**config.mk**
```make
export PLATFORM = sky130hd
export DESIGN_NAME = two_level_pap_branch_predictor
export DESIGN_NICKNAME = d
export VERILOG_FILES = /design/src/hdl/tlpap_pkg.sv /design/src/hdl/tlpap_ctrl.sv /design/src/hdl/tlpap_datapath.sv /design/src/hdl/two_level_pap_branch_predictor.sv
export SDC_FILE = /design/constraint.sdc
export NUM_CORES = 2
export LEC_CHECK = 0
export ABC_CLOCK_PERIOD_IN_PS = 49900
export BUFFER_PORTS_ARGS = -buffer_cell sky130_fd_sc_hd__buf_2
export CORE_ASPECT_RATIO = 0.9
export CORE_MARGIN = 2
export CORE_UTILIZATION = 42
export DETAILED_ROUTE_END_ITERATION = 12
export PLACE_DENSITY = 0.63
export SETUP_SLACK_MARGIN = 0.2
export SLEW_MARGIN = 20
export SYNTH_ARGS = -nofsm -noshare
export SYNTH_HDL_FRONTEND = slang
export SYNTH_SLANG_ARGS = --single-unit
```
**constraint.sdc**
```tcl
create_clock -name clk -period 49.9 [get_ports clk]
set_input_delay 2.495 -clock clk [delete_from_list [all_inputs] [get_ports clk]]
set_output_delay 2.495 -clock clk [all_outputs]
set_load 0.01 [all_outputs]
```
**src/hdl/tlpap_pkg.sv**
```systemverilog
// ----------------------------------------------------------------------------
// tlpap_pkg: shared types and constants of the PAp branch predictor
// Table geometry, counter encodings, controller states and the command and
// status bundles between the controller and the datapath.
// ----------------------------------------------------------------------------
package tlpap_pkg;

  // Geometry: per-branch histories and per-address pattern tables
  localparam int HIST_BITS      = 6;
  localparam int HIST_ENTRIES   = 512;
  localparam int HIST_SLOT_BITS = $clog2(HIST_ENTRIES);
  localparam int PAT_TABLES     = 8;
  localparam int TABLE_BITS     = $clog2(PAT_TABLES);
  localparam int CTR_ENTRIES    = PAT_TABLES << HIST_BITS;
  localparam int CTR_IDX_BITS   = TABLE_BITS + HIST_BITS;

  // Clearing pass covers the deeper of the two tables
  localparam int CLEAR_DEPTH = (HIST_ENTRIES > CTR_ENTRIES) ? HIST_ENTRIES : CTR_ENTRIES;
  localparam int CLEAR_BITS  = $clog2(CLEAR_DEPTH);

  // Two-bit saturating counter codes
  localparam logic [1:0] CTR_STRONG_NT = 2'd0;
  localparam logic [1:0] CTR_WEAK_NT   = 2'd1;
  localparam logic [1:0] CTR_WEAK_T    = 2'd2;
  localparam logic [1:0] CTR_STRONG_T  = 2'd3;

  // Stream widths
  localparam int PC_BITS    = 32;
  localparam int S_TDATA_W  = 40;
  localparam int M_TDATA_W  = 8;

  typedef enum logic [1:0] {
    ST_CLEAR,
    ST_IDLE,
    ST_LOOKUP,
    ST_RESOLVE
  } state_t;

  typedef struct packed {
    logic clear_wr;   // write reset values at the clear pointer
    logic load_item;  // capture the input transaction, read its history
    logic ctr_rd;     // read the selected counter
    logic resolve;    // publish prediction, train on update
  } cmd_t;

  typedef struct packed {
    logic clear_last; // clear pointer at the last entry
    logic out_free;   // output register can take a result this cycle
  } status_t;

endpackage

```
**src/hdl/tlpap_ctrl.sv**
```systemverilog
// ----------------------------------------------------------------------------
// tlpap_ctrl: sequencing controller of the PAp branch predictor
// Runs the clearing pass after reset, then steps each input transaction
// through history read, counter read and resolve.
// ----------------------------------------------------------------------------
module tlpap_ctrl
  import tlpap_pkg::*;
(
  input  logic    clk,
  input  logic    rst,
  input  logic    s_tvalid,
  input  status_t status,
  output logic    s_tready,
  output cmd_t    cmd
);

  state_t state;
  state_t state_next;

  // State register
  always_ff @(posedge clk) begin
    if (rst) begin
      state <= ST_CLEAR;
    end else begin
      state <= state_next;
    end
  end

  // Next state and commands
  always_comb begin
    state_next = state;
    cmd        = '0;
    s_tready   = 1'b0;
    case (state)
      ST_CLEAR: begin
        cmd.clear_wr = 1'b1;
        if (status.clear_last) begin
          state_next = ST_IDLE;
        end
      end
      ST_IDLE: begin
        s_tready = 1'b1;
        if (s_tvalid) begin
          cmd.load_item = 1'b1;
          state_next    = ST_LOOKUP;
        end
      end
      ST_LOOKUP: begin
        cmd.ctr_rd = 1'b1;
        state_next = ST_RESOLVE;
      end
      ST_RESOLVE: begin
        // hold until the output register is free
        if (status.out_free) begin
          cmd.resolve = 1'b1;
          state_next  = ST_IDLE;
        end
      end
      default: begin
        state_next = ST_CLEAR;
      end
    endcase
  end

endmodule

```
**src/hdl/tlpap_datapath.sv**
```systemverilog
// ----------------------------------------------------------------------------
// tlpap_datapath: tables and result register of the PAp branch predictor
// Holds the history and pattern tables, the captured transaction, the
// counter update logic and the output register.
// ----------------------------------------------------------------------------
module tlpap_datapath
  import tlpap_pkg::*;
(
  input  logic                 clk,
  input  logic                 rst,
  input  cmd_t                 cmd,
  input  logic                 s_mode,
  input  logic [PC_BITS-1:0]   s_pc,
  input  logic                 s_taken,
  input  logic                 m_tready,
  output status_t              status,
  output logic                 m_tvalid,
  output logic                 predict_taken
);

  logic [HIST_BITS-1:0]      hist_mem [HIST_ENTRIES];
  logic [1:0]                ctr_mem  [CTR_ENTRIES];

  logic [CLEAR_BITS-1:0]     clear_addr;
  logic [HIST_SLOT_BITS-1:0] slot;
  logic [TABLE_BITS-1:0]     table_sel;
  logic                      mode;
  logic                      taken;
  logic [HIST_BITS-1:0]      hist_rd;
  logic [1:0]                ctr_rd;
  logic [1:0]                ctr_next;
  logic [HIST_BITS-1:0]      hist_next;
  logic [CTR_IDX_BITS-1:0]   ctr_idx;
  logic                      update_wr;

  // Clearing pointer
  always_ff @(posedge clk) begin
    if (rst) begin
      clear_addr <= '0;
    end else if (cmd.clear_wr) begin
      clear_addr <= clear_addr + 1'b1;
    end
  end

  assign status.clear_last = (clear_addr == CLEAR_BITS'(CLEAR_DEPTH - 1));
  assign status.out_free   = !m_tvalid || m_tready;

  // Capture the transaction
  always_ff @(posedge clk) begin
    if (cmd.load_item) begin
      slot      <= s_pc[TABLE_BITS +: HIST_SLOT_BITS];
      table_sel <= s_pc[TABLE_BITS-1:0];
      mode      <= s_mode;
      taken     <= s_taken;
    end
  end

  assign ctr_idx   = {table_sel, hist_rd};
  assign update_wr = cmd.resolve && mode;
  assign hist_next = {hist_rd[HIST_BITS-2:0], taken};

  // Saturating counter step
  always_comb begin
    ctr_next = ctr_rd;
    if (taken) begin
      if (ctr_rd != CTR_STRONG_T) begin
        ctr_next = ctr_rd + 2'd1;
      end
    end else begin
      if (ctr_rd != CTR_STRONG_NT) begin
        ctr_next = ctr_rd - 2'd1;
      end
    end
  end

  // History table: one write port, one registered read port
  always_ff @(posedge clk) begin
    if (cmd.clear_wr) begin
      if (int'(clear_addr) < HIST_ENTRIES) begin
        hist_mem[clear_addr[HIST_SLOT_BITS-1:0]] <= '0;
      end
    end else if (update_wr) begin
      hist_mem[slot] <= hist_next;
    end
    if (cmd.load_item) begin
      hist_rd <= hist_mem[s_pc[TABLE_BITS +: HIST_SLOT_BITS]];
    end
  end

  // Pattern tables: one write port, one registered read port
  always_ff @(posedge clk) begin
    if (cmd.clear_wr) begin
      if (int'(clear_addr) < CTR_ENTRIES) begin
        ctr_mem[clear_addr[CTR_IDX_BITS-1:0]] <= CTR_WEAK_NT;
      end
    end else if (update_wr) begin
      ctr_mem[ctr_idx] <= ctr_next;
    end
    if (cmd.ctr_rd) begin
      ctr_rd <= ctr_mem[ctr_idx];
    end
  end

  // Output register
  always_ff @(posedge clk) begin
    if (rst) begin
      m_tvalid <= 1'b0;
    end else if (cmd.resolve) begin
      m_tvalid <= 1'b1;
    end else if (m_tready) begin
      m_tvalid <= 1'b0;
    end
  end

  always_ff @(posedge clk) begin
    if (cmd.resolve) begin
      predict_taken <= (ctr_rd >= CTR_WEAK_T);
    end
  end

endmodule

```
**src/hdl/two_level_pap_branch_predictor.sv**
```systemverilog
// ----------------------------------------------------------------------------
// two_level_pap_branch_predictor: per-address two-level branch predictor
// Flow: each input transaction passes through a dependent history read, counter
// read and resolve step with write-back; the resolve step waits while the output
// register holds an unaccepted result, and no new input is taken until it resolves.
// Reset: a clearing pass zeroes the histories and sets every counter to
// weakly not taken; no input is taken until it finishes.
// ----------------------------------------------------------------------------
module two_level_pap_branch_predictor
  import tlpap_pkg::*;
(
  input  logic                 clk,
  input  logic                 rst,
  input  logic                 s_tvalid,
  output logic                 s_tready,
  input  logic [S_TDATA_W-1:0] s_tdata,  // [31:0] pc, [32] taken, rest zero
  input  logic                 s_tuser,  // [0] mode
  output logic                 m_tvalid,
  input  logic                 m_tready,
  output logic [M_TDATA_W-1:0] m_tdata   // [0] predict_taken, rest zero
);

  cmd_t    cmd;
  status_t status;
  logic    predict_taken;

  tlpap_ctrl u_ctrl (
    .clk      (clk),
    .rst      (rst),
    .s_tvalid (s_tvalid),
    .status   (status),
    .s_tready (s_tready),
    .cmd      (cmd)
  );

  tlpap_datapath u_datapath (
    .clk           (clk),
    .rst           (rst),
    .cmd           (cmd),
    .s_mode        (s_tuser),
    .s_pc          (s_tdata[PC_BITS-1:0]),
    .s_taken       (s_tdata[PC_BITS]),
    .m_tready      (m_tready),
    .status        (status),
    .m_tvalid      (m_tvalid),
    .predict_taken (predict_taken)
  );

  assign m_tdata = {{(M_TDATA_W-1){1'b0}}, predict_taken};

  // One transaction in flight: input closes right after an accept
  a_single_item: assert property (@(posedge clk) disable iff (rst)
    (s_tvalid && s_tready) |=> !s_tready)
    else $error("input accepted while a transaction is in flight");

  // A pending result is never overwritten
  a_no_overwrite: assert property (@(posedge clk) disable iff (rst)
    cmd.resolve |-> !(m_tvalid && !m_tready))
    else $error("result register overwritten while stalled");

  // A result appears only from a resolve step
  a_valid_source: assert property (@(posedge clk) disable iff (rst)
    $rose(m_tvalid) |-> $past(cmd.resolve))
    else $error("result valid without a resolve step");

  // No input during the clearing pass
  a_clear_closed: assert property (@(posedge clk) disable iff (rst)
    cmd.clear_wr |-> !s_tready)
    else $error("input open during clearing pass");

endmodule

```
==> flow_summary.json <==
{
  "path_buf_inv": 4,
  "grt_max_degree": 279,
  "slew_violations": 0,
  "clkPwrFrac_pct": 43.2,
  "htreeDepth": 5,
  "cts_root_buffer": "clkbuf_16",
  "finalHoldViolations": 0,
  "postCtsSetupBuffers": 0,
  "fin_nets": 9038,
  "r2r_end": "u_datapath.ctr_rd[1]",
  "period_needed_ns": 7.45,
  "yosysTopAreaCell": "edfxtp_1",
  "antenna_found_initial": 20,
  "hold_end": "u_ctrl.state[0]",
  "rsz0062_at_grt": "no",
  "dieArea_sq_um": 398000,
  "critPathTopFamily": "buffers and inverters",
  "numPortBuffers": 20,
  "synth-seq-area-share_pct": 75.0,
  "tns_ns": 0,
  "dr.pass1.iters": 9,
  "p_int_mw": 5.50,
  "die_w_um": 665,
  "slew-limit-headroom_pct": 12.4,
  "clk_path_buf_depth": 4,
  "cp_slowest_cell": "nor4_1",
  "whs_path_depth": 2,
  "netlist_top_cells_area": "edfxtp_1 (75%), mux4_2 (8.9%), mux2i_1 (4.5%)",
  "core.rowCount": 218,
  "initial_core_util_pct": 42.2,
  "post_cts_resize_count": 0,
  "synth_top_area_share_pct": 74.9,
  "p_per_area_nw_per_um2": 37.8,
  "layout_common_cells": "edfxtp_1 (4119), nor2_1 (1172), mux2i_1 (735)",
  "fillCellCount": 32309,
  "seq_area_sq_um": 124000,
  "hp-start": "u_ctrl.state[0]",
  "worstSetupPathType": "input port to flop",
  "post-route-drc-count": 0,
  "tightest_slew_ns": 1.30,
  "syn_to_final_growth_pct": 10.8,
  "crit_required_ns": 50.57,
  "cts_sinks": 4131,
  "cts_tree": "yes",
  "grtUsageTotal_pct": 20.6,
  "p_comb_share_pct": 2.5,
  "peakVddDrop_mv": 0.0304,
  "ys_ff_latch": 4131,
  "ios": 55,
  "design_area_sq_um": 183000,
  "via_count": 87367,
  "r2r_slack_ns": 43.93,
  "holdBufCountCts": 0,
  "synth_cell_types": 86,
  "p_sw_share_pct": 20.5,
  "drt_iter0_markers": 11336,
  "final_common_cell": "edfxtp_1",
  "cp-start-kind": "input port",
  "synth-edff-count": 4119,
  "drive_gt1_share_pct": 16.1,
  "hold_path_class": "flop to flop",
  "multiInputGateArea_sq_um": 38000,
  "cts_buffers": 412,
  "fin_skew_ns": 0.0783,
  "clk_pin_slew_worst_paths_ns": 0.06,
  "place_area_sq_um": 170000,
  "setup_viol": 0,
  "grt_pass1_wl_mm": 604,
  "core_sq_um": 392000,
  "final_util_pct": 46.7,
  "hpwl_mm": 243,
  "finalWeightedCongestion": 0.857,
  "status": "completed",
  "r2r_start": "u_datapath.hist_rd[0]",
  "worstPathCellList": "buf_12 > buf_12 > buf_4 > buf_4 > mux2i_1 > o221ai_1 > o22ai_1 > o21ai_0 > nand4b_1 > and4_1 > nor4_1",
  "pwr-share-seq_pct": 54.3,
  "max_freq_mhz": 134,
  "ys.flop_type": "edfxtp_1",
  "ant_nets": 0,
  "wl_per_cell_um": 29.1,
  "post-route-period-util_pct": 14.9,
  "r2r_cells": 10,
  "drv_cap": 0,
  "die_h_um": 599,
  "drt_wl_total_mm": 421,
  "clock_latency_ns": 0.99,
  "ys_warn_count": 0,
  "max_stage_delay_ns": 0.72,
  "cellLeakagePower_nw": 67.2,
  "path_max_fanout": 112,
  "syn-cell-area_sq_um": 165000,
  "synthCells": 9004,
  "p_total_mw": 6.92,
  "p_sw_mw": 1.42,
  "async_reset_ff_share_pct": 0,
  "end_kind": "flop",
  "avgSynthCellArea_sq_um": 18.4,
  "arrival_ns": 8.12,
  "grt-ovfl-total": 0,
  "viasPerCell": 6.02,
  "grt_pass1_vias": 86853
}
how the worst max path moves through the flow:
stage	start	cells past startpoint	to	slack, ns
finish	s_tdata[3]	11	u_datapath.hist_rd[5]	42.45
global route	s_tdata[3]	11	u_datapath.hist_rd[5]	42.22
CTS	s_tdata[3]	11	u_datapath.hist_rd[5]	42.48
detailed placement	s_tdata[3]	11	u_datapath.hist_rd[5]	41.42
global placement	s_tdata[3]	10	u_datapath.hist_rd[5]	41.20
floorplan	u_datapath.ctr_rd[0]	3	u_datapath.ctr_mem[0][0]	25.46
cells by family after synthesis:
family                   count (synthesis)  share of synthesized area [%]
AO/OA/AOI/OAI                          981                           4.21
XOR/XNOR                                 5                         0.0265
adder cells (fa/ha/maj)                  7                         0.0530
buffers and inverters                  634                           2.23
flip-flops                            4131                           75.0
multiplexers                          1438                           13.8
other                                    1                        0.00227
AND/OR/NAND/NOR                       1807                           4.62
metal layers:
metal | wire [um] | track usage (%)
met5 | 31 | 0
met4 | 12300 | 5.95
met3 | 40900 | 4.10
met2 | 198000 | 32.7
met1 | 171000 | 29.0
layout make-up:
type / instances / area share (%)
clock inverter: 255 / 1.18
sequential: 4131 / 67.7
timing repair buffer: 180 / 0.895
tap: 5170 / 3.53
antenna: 8 / 0.0109
multi-input combinational: 4245 / 20.7
clock buffer: 499 / 5.89
inverter: 16 / 0.0410
worst min-delay path, cell delays in order (launching register included):
cell     delay, ns
dfxtp_1       0.35
nand2_1       0.08
a21oi_1       0.06
cells in the mapped netlist (10+ instances only):
library cell,instances
buf_2,95
edfxtp_1,4119
mux2_2,33
nand2_1,244
mux2i_1,735
nand2b_1,15
o21ai_0,129
buf_8,23
a22o_1,10
nor3_1,132
a31oi_1,21
mux4_1,17
and2_1,12
a2111oi_0,15
nand3_1,56
mux4_2,653
buf_1,46
a221oi_1,13
and3_1,20
a211o_1,22
nor4_1,48
buf_4,61
o211ai_1,10
o22ai_1,140
o31ai_1,21
a21o_1,11
nor2_1,1176
inv_1,13
o221ai_1,308
a21oi_1,172
a211oi_1,38
buf_12,13
buf_6,62
clkbuf_1,314
a22oi_1,11
nand4_1,28
dfxtp_1,12
metrics by stage:
stage,cells,hold WS (ns),worst slack [ns]
after floorplan,9010,0.486,25.46
after global placement,13740,0.526,41.20
after detailed placement,13740,0.524,41.42
after CTS,14494,0.530,42.48
after global routing,14501,0.570,42.22
final,14504,0.532,42.45
power by group through the flow:
| stage | clock [mW] | combinational [mW] | sequential, mW |
|---|---|---|---|
| 3_3_place_gp | 0 | 0.168 | 3.83 |
| 3_5_place_dp | 0 | 0.168 | 3.83 |
| 4_1_cts | 3.03 | 0.169 | 3.76 |
| 5_1_grt | 3.16 | 0.176 | 3.76 |
| 6_report | 2.99 | 0.171 | 3.76 |
| 2_1_floorplan | 0 | 0.109 | 3.83 |
sequential cells by signal, summed over array words and instances, names as in the netlist:
name	flops
u_datapath.slot	9
u_datapath.ctr_mem	1024
u_datapath.taken	1
u_datapath.clear_addr	9
u_datapath.mode	1
u_datapath.ctr_rd	2
u_datapath.hist_mem	3072
u_datapath.predict_taken	1
u_datapath.m_tvalid	1
u_ctrl.state	2
u_datapath.hist_rd	6
u_datapath.table_sel	3
Note: power is estimated with default switching activity, not from simulation.
